<file path="src/rtl/core/dhkt_pkg.sv">
// ----------------------------------------------------------------------------
// dhkt_pkg
// Shared widths, operation and status codes, FSM states and store controls
// for the double-hashing key table.
// ----------------------------------------------------------------------------
package dhkt_pkg;

	localparam int KIND_W          = 2;
	localparam int KEY_W           = 48;
	localparam int TAG_W           = 32;
	localparam int STATUS_W        = 2;
	localparam int SLOT_W          = 5;
	localparam int STEP_W          = 4;
	localparam int STEP_BASE       = 8;
	localparam int CHUNK_W         = 8;
	localparam int KEY_CHUNKS      = KEY_W / CHUNK_W;
	localparam int DEF_TABLE_SLOTS = 32;

	typedef enum logic [KIND_W-1:0] {
		KIND_INSERT = 2'd0,
		KIND_LOOKUP = 2'd1,
		KIND_DELETE = 2'd2,
		KIND_UNUSED = 2'd3
	} kind_t;

	localparam logic [STATUS_W-1:0] STAT_DONE = 2'd0;
	localparam logic [STATUS_W-1:0] STAT_MISS = 2'd1;
	localparam logic [STATUS_W-1:0] STAT_FULL = 2'd2;

	typedef enum logic [2:0] {
		ST_CLEAR,
		ST_IDLE,
		ST_HASH,
		ST_PRB_RD,
		ST_PRB_CHK,
		ST_DEL_RD,
		ST_DEL_CHK
	} state_t;

	typedef struct packed {
		logic rd_en;
		logic key_we;
		logic tag_we;
	} store_ctl_t;

endpackage

</file>
<file path="src/rtl/core/dhkt_mod_unit.sv">
// ----------------------------------------------------------------------------
// dhkt_mod_unit
// Key mod TABLE_SLOTS in registered steps: byte-weighted fold, reciprocal
// multiply, then one correcting subtract. done marks the cycle rem is valid.
// ----------------------------------------------------------------------------
module dhkt_mod_unit #(
	parameter int TABLE_SLOTS = dhkt_pkg::DEF_TABLE_SLOTS
) (
	input  logic                       clk,
	input  logic                       arst_n,
	input  logic                       start,
	input  logic [dhkt_pkg::KEY_W-1:0] key,
	output logic                       done,
	output logic [$clog2(TABLE_SLOTS)-1:0] rem
);
	import dhkt_pkg::*;

	localparam int RW    = $clog2(TABLE_SLOTS);
	// folded sum stays below KEY_CHUNKS * 255 * TABLE_SLOTS
	localparam int SUM_W = $clog2(KEY_CHUNKS * ((1 << CHUNK_W) - 1) * TABLE_SLOTS);
	localparam logic [SUM_W-1:0] RECIP   = SUM_W'((64'd1 << SUM_W) / 64'(TABLE_SLOTS));
	localparam logic [SUM_W-1:0] SLOTS_W = SUM_W'(TABLE_SLOTS);
	localparam logic [RW:0]      SLOTS_R = (RW+1)'(TABLE_SLOTS);

	// 2^(CHUNK_W*j) mod TABLE_SLOTS
	function automatic logic [RW-1:0] chunk_weight(input int j);
		logic [63:0] p;
		p = (64'd1 << (CHUNK_W * j)) % 64'(TABLE_SLOTS);
		return RW'(p);
	endfunction

	logic                 v_s1, v_s2;
	logic                 done_q;
	logic [SUM_W-1:0]     chunk_sum;
	logic [SUM_W-1:0]     sum_s1, sum_s2;
	logic [2*SUM_W-1:0]   prod_s2;
	logic [SUM_W-1:0]     quot;
	logic [SUM_W-1:0]     r_est;
	logic [RW:0]          r_low;
	logic [RW:0]          r_sub;
	logic [RW-1:0]        rem_d;
	logic [RW-1:0]        rem_q;

	always_comb begin
		chunk_sum = '0;
		for (int j = 0; j < KEY_CHUNKS; j++) begin
			chunk_sum = chunk_sum + SUM_W'(key[j*CHUNK_W +: CHUNK_W]) *
				SUM_W'(chunk_weight(j));
		end
	end

	// quotient estimate is exact or one low, so the remainder is below 2N
	always_comb begin
		quot  = prod_s2[2*SUM_W-1 -: SUM_W];
		r_est = sum_s2 - quot * SLOTS_W;
		r_low = r_est[RW:0];
		r_sub = r_low - SLOTS_R;
		rem_d = (r_low >= SLOTS_R) ? r_sub[RW-1:0] : r_low[RW-1:0];
	end

	always_ff @(posedge clk or negedge arst_n) begin
		if (!arst_n) begin
			v_s1   <= 1'b0;
			v_s2   <= 1'b0;
			done_q <= 1'b0;
		end else begin
			v_s1   <= start;
			v_s2   <= v_s1;
			done_q <= v_s2;
		end
	end

	always_ff @(posedge clk) begin
		sum_s1  <= chunk_sum;
		sum_s2  <= sum_s1;
		prod_s2 <= (2*SUM_W)'(sum_s1) * (2*SUM_W)'(RECIP);
		rem_q   <= rem_d;
	end

	assign done = done_q;
	assign rem  = rem_q;

endmodule

</file>
<file path="src/rtl/core/dhkt_store.sv">
// ----------------------------------------------------------------------------
// dhkt_store
// Key and tag memories: one write port, one read port, registered read data.
// ----------------------------------------------------------------------------
module dhkt_store #(
	parameter int TABLE_SLOTS = dhkt_pkg::DEF_TABLE_SLOTS
) (
	input  logic                           clk,
	input  dhkt_pkg::store_ctl_t           ctl,
	input  logic [$clog2(TABLE_SLOTS)-1:0] rd_addr,
	input  logic [$clog2(TABLE_SLOTS)-1:0] wr_addr,
	input  logic [dhkt_pkg::KEY_W-1:0]     wr_key,
	input  logic [dhkt_pkg::TAG_W-1:0]     wr_tag,
	output logic [dhkt_pkg::KEY_W-1:0]     rd_key,
	output logic [dhkt_pkg::TAG_W-1:0]     rd_tag
);
	import dhkt_pkg::*;

	logic [KEY_W-1:0] key_mem [TABLE_SLOTS];
	logic [TAG_W-1:0] tag_mem [TABLE_SLOTS];
	logic [KEY_W-1:0] rd_key_q;
	logic [TAG_W-1:0] rd_tag_q;

	always_ff @(posedge clk) begin
		if (ctl.key_we) begin
			key_mem[wr_addr] <= wr_key;
		end
		if (ctl.rd_en) begin
			rd_key_q <= key_mem[rd_addr];
		end
	end

	always_ff @(posedge clk) begin
		if (ctl.tag_we) begin
			tag_mem[wr_addr] <= wr_tag;
		end
		if (ctl.rd_en) begin
			rd_tag_q <= tag_mem[rd_addr];
		end
	end

	assign rd_key = rd_key_q;
	assign rd_tag = rd_tag_q;

endmodule

</file>
<file path="src/rtl/core/double_hash_key_table_top.sv">
// ----------------------------------------------------------------------------
// double_hash_key_table_top
// Open-addressing key table with double hashing: insert, lookup, delete.
// ----------------------------------------------------------------------------
// Usage:
//   A command word (kind, key, record_tag) is taken at a clock edge where
//   start is high and busy is low. Each command yields one result word
//   (status, slot, found_tag), shown for one cycle with done high. The
//   receiver cannot stall; results are never held.
// Sequence from the accepting edge to the cycle done is high:
//   key zero or unused kind: done is high in the cycle after the accepting edge.
//   insert / lookup: p = slots probed (1..TABLE_SLOTS), one check each.
//     The home-slot hash (key mod TABLE_SLOTS) is a three-stage pipeline
//     whose result is taken in ST_HASH, then one memory read issues,
//     then one slot is checked per cycle while the read of the next probe
//     slot is already in flight.
//   delete: a full scan, one slot read per cycle, matches are written
//     back as empty behind the read pointer.
//   One command at a time; busy falls in the cycle done is shown, so the
//   next command may be taken then.
// Reset: a clearing pass writes every key slot empty, busy high
//   throughout. Tags are not cleared.
// ----------------------------------------------------------------------------
module double_hash_key_table_top #(
	parameter int TABLE_SLOTS = dhkt_pkg::DEF_TABLE_SLOTS
) (
	input  logic                          clk,
	input  logic                          arst_n,
	input  logic                          start,
	output logic                          busy,
	input  logic [dhkt_pkg::KIND_W-1:0]   kind,
	input  logic [dhkt_pkg::KEY_W-1:0]    key,
	input  logic [dhkt_pkg::TAG_W-1:0]    record_tag,
	output logic                          done,
	output logic [dhkt_pkg::STATUS_W-1:0] status,
	output logic [dhkt_pkg::SLOT_W-1:0]   slot,
	output logic [dhkt_pkg::TAG_W-1:0]    found_tag
);
	import dhkt_pkg::*;

	localparam int IW = $clog2(TABLE_SLOTS);
	localparam logic [IW:0]   SLOTS_X  = (IW+1)'(TABLE_SLOTS);
	localparam logic [IW-1:0] LAST_IDX = IW'(TABLE_SLOTS - 1);

	state_t state_q, state_d;

	// command payload, latched on accept
	logic [KIND_W-1:0] kind_q;
	logic [KEY_W-1:0]  key_q;
	logic [TAG_W-1:0]  tag_q;
	logic [STEP_W-1:0] step_q;

	// walk state
	logic [IW-1:0] home_q, home_d;
	logic [IW-1:0] idx_q, idx_d;
	logic [IW-1:0] cnt_q, cnt_d;
	logic [IW-1:0] last_q, last_d;
	logic          hit_q, hit_d;

	// result word
	logic                done_q, done_d;
	logic [STATUS_W-1:0] status_q, status_d;
	logic [SLOT_W-1:0]   slot_q;
	logic [IW-1:0]       res_idx_d;
	logic [IW+SLOT_W-1:0] res_idx_x;
	logic [TAG_W-1:0]    found_tag_q, found_tag_d;

	// store interface
	store_ctl_t       ctl;
	logic [IW-1:0]    rd_addr;
	logic [IW-1:0]    wr_addr;
	logic [KEY_W-1:0] wr_key;
	logic [KEY_W-1:0] rd_key;
	logic [TAG_W-1:0] rd_tag;

	// hash unit
	logic          mod_start;
	logic          mod_done;
	logic [IW-1:0] home_rem;

	logic          accept;
	logic          cmd_nop;
	logic [IW:0]   nsum;
	logic [IW:0]   nsum_wrap;
	logic [IW-1:0] next_idx;
	logic          key_hit;
	logic          key_empty;

	assign busy    = (state_q != ST_IDLE);
	assign accept  = start && !busy;
	assign cmd_nop = (key == '0) || (kind == KIND_UNUSED);
	assign mod_start = accept && !cmd_nop && (kind != KIND_DELETE);

	// next probe slot: idx + step < 2N, one conditional subtract
	assign nsum      = {1'b0, idx_q} + (IW+1)'(step_q);
	assign nsum_wrap = nsum - SLOTS_X;
	assign next_idx  = (nsum >= SLOTS_X) ? nsum_wrap[IW-1:0] : nsum[IW-1:0];

	assign key_hit   = (rd_key == key_q);
	assign key_empty = (rd_key == '0);

	dhkt_mod_unit #(
		.TABLE_SLOTS(TABLE_SLOTS)
	) u_mod (
		.clk    (clk),
		.arst_n (arst_n),
		.start  (mod_start),
		.key    (key),
		.done   (mod_done),
		.rem    (home_rem)
	);

	dhkt_store #(
		.TABLE_SLOTS(TABLE_SLOTS)
	) u_store (
		.clk     (clk),
		.ctl     (ctl),
		.rd_addr (rd_addr),
		.wr_addr (wr_addr),
		.wr_key  (wr_key),
		.wr_tag  (tag_q),
		.rd_key  (rd_key),
		.rd_tag  (rd_tag)
	);

	always_ff @(posedge clk or negedge arst_n) begin
		if (!arst_n) begin
			state_q <= ST_CLEAR;
		end else begin
			state_q <= state_d;
		end
	end

	always_comb begin
		state_d     = state_q;
		ctl         = '0;
		rd_addr     = idx_q;
		wr_addr     = idx_q;
		wr_key      = '0;
		home_d      = home_q;
		idx_d       = idx_q;
		cnt_d       = cnt_q;
		last_d      = last_q;
		hit_d       = hit_q;
		done_d      = 1'b0;
		status_d    = status_q;
		res_idx_d   = '0;
		found_tag_d = '0;
		case (state_q)
			ST_CLEAR: begin
				ctl.key_we = 1'b1;
				wr_addr    = cnt_q;
				cnt_d      = cnt_q + 1'b1;
				if (cnt_q == LAST_IDX) begin
					cnt_d   = '0;
					state_d = ST_IDLE;
				end
			end
			ST_IDLE: begin
				if (accept) begin
					if (cmd_nop) begin
						done_d   = 1'b1;
						status_d = STAT_MISS;
					end else if (kind == KIND_DELETE) begin
						cnt_d   = '0;
						last_d  = '0;
						hit_d   = 1'b0;
						state_d = ST_DEL_RD;
					end else begin
						state_d = ST_HASH;
					end
				end
			end
			ST_HASH: begin
				if (mod_done) begin
					home_d  = home_rem;
					idx_d   = home_rem;
					state_d = ST_PRB_RD;
				end
			end
			ST_PRB_RD: begin
				ctl.rd_en = 1'b1;
				rd_addr   = idx_q;
				state_d   = ST_PRB_CHK;
			end
			ST_PRB_CHK: begin
				if (key_empty) begin
					done_d  = 1'b1;
					state_d = ST_IDLE;
					if (kind_q == KIND_INSERT) begin
						ctl.key_we = 1'b1;
						ctl.tag_we = 1'b1;
						wr_addr    = idx_q;
						wr_key     = key_q;
						status_d   = STAT_DONE;
						res_idx_d  = idx_q;
					end else begin
						status_d = STAT_MISS;
					end
				end else if ((kind_q == KIND_LOOKUP) && key_hit) begin
					done_d      = 1'b1;
					state_d     = ST_IDLE;
					status_d    = STAT_DONE;
					res_idx_d   = idx_q;
					found_tag_d = rd_tag;
				end else if (next_idx == home_q) begin
					// chain wrapped to home: full on insert, miss on lookup
					done_d   = 1'b1;
					state_d  = ST_IDLE;
					status_d = (kind_q == KIND_INSERT) ? STAT_FULL : STAT_MISS;
				end else begin
					idx_d     = next_idx;
					ctl.rd_en = 1'b1;
					rd_addr   = next_idx;
				end
			end
			ST_DEL_RD: begin
				ctl.rd_en = 1'b1;
				rd_addr   = cnt_q;
				state_d   = ST_DEL_CHK;
			end
			ST_DEL_CHK: begin
				// write-back at cnt, read already one slot ahead
				if (key_hit) begin
					ctl.key_we = 1'b1;
					wr_addr    = cnt_q;
					hit_d      = 1'b1;
					last_d     = cnt_q;
				end
				if (cnt_q == LAST_IDX) begin
					done_d  = 1'b1;
					state_d = ST_IDLE;
					cnt_d   = '0;
					if (key_hit) begin
						status_d  = STAT_DONE;
						res_idx_d = cnt_q;
					end else if (hit_q) begin
						status_d  = STAT_DONE;
						res_idx_d = last_q;
					end else begin
						status_d = STAT_MISS;
					end
				end else begin
					cnt_d     = cnt_q + 1'b1;
					ctl.rd_en = 1'b1;
					rd_addr   = cnt_q + 1'b1;
				end
			end
			default: begin
				state_d = ST_IDLE;
			end
		endcase
	end

	always_ff @(posedge clk or negedge arst_n) begin
		if (!arst_n) begin
			cnt_q  <= '0;
			hit_q  <= 1'b0;
			done_q <= 1'b0;
		end else begin
			cnt_q  <= cnt_d;
			hit_q  <= hit_d;
			done_q <= done_d;
		end
	end

	assign res_idx_x = (IW+SLOT_W)'(res_idx_d);

	always_ff @(posedge clk) begin
		home_q      <= home_d;
		idx_q       <= idx_d;
		last_q      <= last_d;
		status_q    <= status_d;
		found_tag_q <= found_tag_d;
		if (done_d) begin
			slot_q <= res_idx_x[SLOT_W-1:0];
		end
	end

	// step = 8 - key mod 8, range 1..8
	always_ff @(posedge clk) begin
		if (accept) begin
			kind_q <= kind;
			key_q  <= key;
			tag_q  <= record_tag;
			step_q <= STEP_W'(STEP_BASE) - STEP_W'(key[2:0]);
		end
	end

	assign done      = done_q;
	assign status    = status_q;
	assign slot      = slot_q;
	assign found_tag = found_tag_q;

	a_full_only_insert: assert property (@(posedge clk) disable iff (!arst_n)
		(done_q && (status_q == STAT_FULL)) |-> (kind_q == KIND_INSERT))
		else $error("table-full result on a non-insert command");

	a_tag_only_lookup: assert property (@(posedge clk) disable iff (!arst_n)
		(done_q && (found_tag_q != '0)) |->
		((status_q == STAT_DONE) && (kind_q == KIND_LOOKUP)))
		else $error("found_tag set outside a successful lookup");

	a_probe_in_range: assert property (@(posedge clk) disable iff (!arst_n)
		(state_q == ST_PRB_CHK) |-> (({1'b0, idx_q} < SLOTS_X) && ({1'b0, home_q} < SLOTS_X)))
		else $error("probe index out of table range");

	a_hash_done_in_hash: assert property (@(posedge clk) disable iff (!arst_n)
		mod_done |-> (state_q == ST_HASH))
		else $error("hash result outside the hash state");

endmodule
</file>
<file path="config.mk">
export PLATFORM = sky130hd
export DESIGN_NAME = double_hash_key_table_top
export DESIGN_NICKNAME = d
export VERILOG_FILES = /design/src/rtl/core/dhkt_pkg.sv /design/src/rtl/core/dhkt_mod_unit.sv /design/src/rtl/core/dhkt_store.sv /design/src/rtl/core/double_hash_key_table_top.sv
export SDC_FILE = /design/constraint.sdc
export NUM_CORES = 2
export LEC_CHECK = 0
export BUFFER_PORTS_ARGS = -buffer_cell sky130_fd_sc_hd__buf_4
export CORE_UTILIZATION = 35
export CTS_BUF_LIST = sky130_fd_sc_hd__clkbuf_4
export CTS_CLUSTER_DIAMETER = 100
export DETAILED_ROUTE_END_ITERATION = 8
export GPL_TIMING_DRIVEN = 0
export PLACE_DENSITY = 0.54
export REMOVE_ABC_BUFFERS = 1
export SYNTH_ARGS = -nofsm -noshare
export SYNTH_HDL_FRONTEND = slang
export SYNTH_SLANG_ARGS = --single-unit
</file>
<file path="constraint.sdc">
create_clock -name clk -period 7.7 [get_ports clk]
set_input_delay 1.925 -clock clk [delete_from_list [all_inputs] [get_ports clk]]
set_output_delay 1.925 -clock clk [all_outputs]
set_load 0.02 [all_outputs]
</file>
==> impl_metrics.toml <==
[clocking]
clockBufferDepth = 4
tritoncts = "built"
cts_made_buffers = 694
post_cts_buffers = 0
cts-resized-gates = 0
clock_latency_ps = 1370
clkTransAtPathRegs_ps = 70
ctsHoldBuffers = 0
cts_htree_levels = 6
cts_sinks = 2807
root_buffer = "clkbuf_4"

[floorplanning]
num_rows = 205
core_area_um2 = 312700
start_util_pct = 35.29
dieArea_um2 = 317500
fp.dieW_um = 563.5
ios = 126
die_y_um = 563.5

[cells_and_area]
final_area_um2 = 130500
regArea_um2 = 83760
fin_util_pct = 41.75
synthToLayoutAreaGrowth_pct = 18.30
drive_above_1_share_pct = 17.75
n_fill_cell = 28550
final_cells = 13400
nets = 8889
multiInputGateArea_um2 = 24950

[power]
irDropWorstVdd_v = 0.0005103
internal_power_mw = 32.70
p_leak_nw = 45.41
comb_power_share_pct = 44.0
power.density_nw_per_um2 = 422.1
p_sw_mw = 22.40
p_seq_share_pct = 33.7
p_clk_share_pct = 22.2
switching_share_pct = 40.65

[critical_path]
slowest_delay_ps = 1160
crit_path_start_kind = "flop"
critPathTopFamily = "simple AND/OR/NAND/NOR gates"
worstPathRequired_ps = 8760
path_max_fanout = 87
path_common_cell = "buf_16"
critPathArrivalTime_ps = 8360
cp_cell_sequence = "xnor2_1 > nand4_1 > nor4_2 > nand4_2 > o21ai_2 > mux2_8 > buf_16 > buf_16 > nand2_4 > buf_16 > a2bb2oi_1 > o221ai_1 > a21oi_1 > o311a_1"
critical-path-slowest-cell = "nor4_2"
worst-path-buf-inv = 3
critPathCaptureType = "flop"
path_class = "reg -> reg"

[logic_synthesis]
yosysTopAreaCell = "edfxtp_1"
yosysTopAreaCellShare_pct = 74.76
synth_edf_count = 2747
synth_seq_cells = 2807
ys_types = 69
yosysWarnings = 0
syn_inst = 8127
netlist_area_um2 = 110300
postSynthAreaPerCell_um2 = 13.58
async_flop_share_pct = 0.4631
synth_ff_type = "edfxtp_1"
ys_top_cells_by_area = "edfxtp_1 (75%), nand2_1 (7.3%), nand3_1 (3.4%)"
ys_seq_area_share_pct = 75.91

[grt]
grt-ovfl-total = 0
grt_max_degree = 88
grt_first_pass_wirelength_um = 490000
grt_pass1_vias = 70280
grt_use_total_pct = 21.17
antenna_found_initial = 16

[route]
vias = 72730
antenna_left = 0
first_pass_iters = 8
drc = 0
first_iter_violations = 8229
wl_per_cell_um = 25.70
drt_wl_total_um = 344400
viasPerCell = 5.426

[timing]
setup_tns_ps = 0
skew_ps = 82.76
setup_ws_ps = 394.6
hold_viol = 0
tightest_slew_ps = 1264
max_freq_mhz = 136.9
relSlewSlack_pct = 15.04
layout_min_cycle_time_ps = 7305
slew_violations = 0
min_period_over_period_pct = 94.87
finalSetupViolCount = 0
rsz0062_at_grt = "no"

[place]
place_ws_ps = 429.8
dpl_cell_area_um2 = 122100
io_buffers = 125
place_congestion = 0.7497
post-place-cells = 12240
place_hpwl_um = 217000

[worst_hold_path]
worstHoldPathType = "reg -> reg"

[job]
maxCapViolations = 0

[outcome]
outcome = "finished, final reports clean"
cells in the mapped netlist (3+ instances only):
| cell type | count |
|---|---|
| inv_1 | 21 |
| and3_1 | 65 |
| o311a_1 | 70 |
| mux2_2 | 3 |
| nor4_1 | 38 |
| edfxtp_1 | 2747 |
| dfrtp_1 | 13 |
| buf_4 | 18 |
| clkbuf_1 | 294 |
| mux2i_1 | 176 |
| a311oi_1 | 55 |
| nand2b_1 | 5 |
| ha_1 | 7 |
| o31ai_1 | 9 |
| a31oi_1 | 88 |
| buf_1 | 57 |
| a2bb2oi_1 | 68 |
| xor2_1 | 4 |
| nor2_1 | 101 |
| a211oi_1 | 4 |
| and2_1 | 87 |
| a22oi_1 | 71 |
| o211ai_1 | 7 |
| a21oi_1 | 567 |
| xnor2_1 | 57 |
| nand4_1 | 26 |
| buf_6 | 4 |
| buf_2 | 147 |
| o221ai_1 | 77 |
| o22ai_1 | 15 |
| nor3_1 | 147 |
| a21o_1 | 6 |
| nand3_1 | 746 |
| nand2_1 | 2135 |
| a221oi_1 | 3 |
| dfxtp_1 | 47 |
| o21ai_0 | 101 |
path summary, 6_finish.rpt:
kind,from,to,slack [ps],cells after the start
worst max-delay path,u_store.rd_key[46],u_store.rd_key[47],390,14
worst min-delay path,u_mod.prod_s2[14],u_mod.rem[3],320,0
worst max register to register,u_store.rd_key[46],u_store.rd_key[47],390,14
worst min register to register,u_mod.prod_s2[14],u_mod.rem[3],320,0
max in group asynchronous,arst_n,u_mod.v_s2,7110,1
min in group asynchronous,arst_n,state_q[2],420,1
power groups by stage:
stage,Sequential (mW),Clock (mW),Combinational [mW]
final,18.6,12.2,24.3
after global routing,18.6,13.3,25.9
after CTS,18.6,12.5,24.2
after detailed placement,18.9,0,24.1
after global placement,18.9,0,13.1
after floorplan,18.5,0,11.8
cells by family (layout without fill, tap and decap cells):
kind of cell	count (synthesis)	count (layout)	share of synthesized area [%]
AO/OA/AOI/OAI	1166	1166	6.735
flip-flops	2807	2807	75.91
XOR/XNOR	61	61	0.4842
other	0	12	0
AND/OR/NAND/NOR	3364	3364	13.03
adder cells (fa/ha/maj)	8	8	0.09752
buffers and inverters	541	1665	2.096
multiplexers	180	180	1.641
cell type report:
type                    count  share of cell area (%)
repair buffers            493                   6.219
multi-input cells        4779                   19.12
flip-flops and latches   2807                   64.17
clock buffers            1007                   5.792
diodes                     12                 0.02301
clock inverters           144                  0.6538
well taps                4140                   3.969
inverters                  21                 0.06039
metrics by stage:
step	total power [mW]	hold WS [ps]
2_1_floorplan	30.28	309.6
3_3_place_gp	31.92	310.3
3_5_place_dp	42.97	312.1
4_1_cts	55.26	256.2
5_1_grt	57.78	327.4
6_report	55.09	320.3
registers in the layout, summed over array words and instances, names as in the netlist, 2 cells and up:
| name | cells |
|---|---|
| tag_q | 32 |
| u_mod.sum_s1 | 5 |
| step_q | 3 |
| u_store.key_mem | 1536 |
| u_store.rd_key | 48 |
| status | 2 |
| u_mod.prod_s2 | 5 |
| last_q | 5 |
| u_store.rd_tag | 32 |
| key_q | 48 |
| u_mod.rem | 5 |
| idx_q | 5 |
| cnt_q | 5 |
| kind_q | 2 |
| u_store.tag_mem | 1024 |
| slot | 5 |
| state_q | 3 |
| home_q | 5 |
| found_tag | 32 |
per-layer routing:
layer | wire [um] | track usage [%] | vias up
met5 | 117 | 0 | -
met4 | 10110 | 7.072 | 18
met3 | 28310 | 3.867 | 608
met2 | 162300 | 34.16 | 3591
met1 | 143500 | 28.77 | 36510
li1 | - | - | 32000
layout by cell type, fill, tap and decap left out, types with 8 or more instances in the layout:
| master | n |
|---|---|
| a21oi_1 | 567 |
| a22oi_1 | 71 |
| a2bb2oi_1 | 68 |
| a311oi_1 | 55 |
| a31oi_1 | 88 |
| and2_1 | 87 |
| and3_1 | 64 |
| buf_12 | 147 |
| buf_16 | 107 |
| buf_4 | 176 |
| buf_6 | 10 |
| buf_8 | 53 |
| bufinv_16 | 11 |
| clkbuf_4 | 1007 |
| clkinv_1 | 100 |
| clkinv_2 | 13 |
| dfrtp_1 | 13 |
| dfxtp_1 | 47 |
| diode_2 | 12 |
| edfxtp_1 | 2747 |
| inv_1 | 21 |
| inv_2 | 18 |
| mux2i_1 | 175 |
| nand2_1 | 2132 |
| nand3_1 | 745 |
| nand4_1 | 26 |
| nor2_1 | 35 |
| nor2_4 | 67 |
| nor3_1 | 147 |
| nor4_1 | 36 |
| o21ai_0 | 100 |
| o221ai_1 | 77 |
| o22ai_1 | 15 |
| o311a_1 | 69 |
| o31ai_1 | 8 |
| xnor2_1 | 57 |
Power figures use the tool's default switching activity.
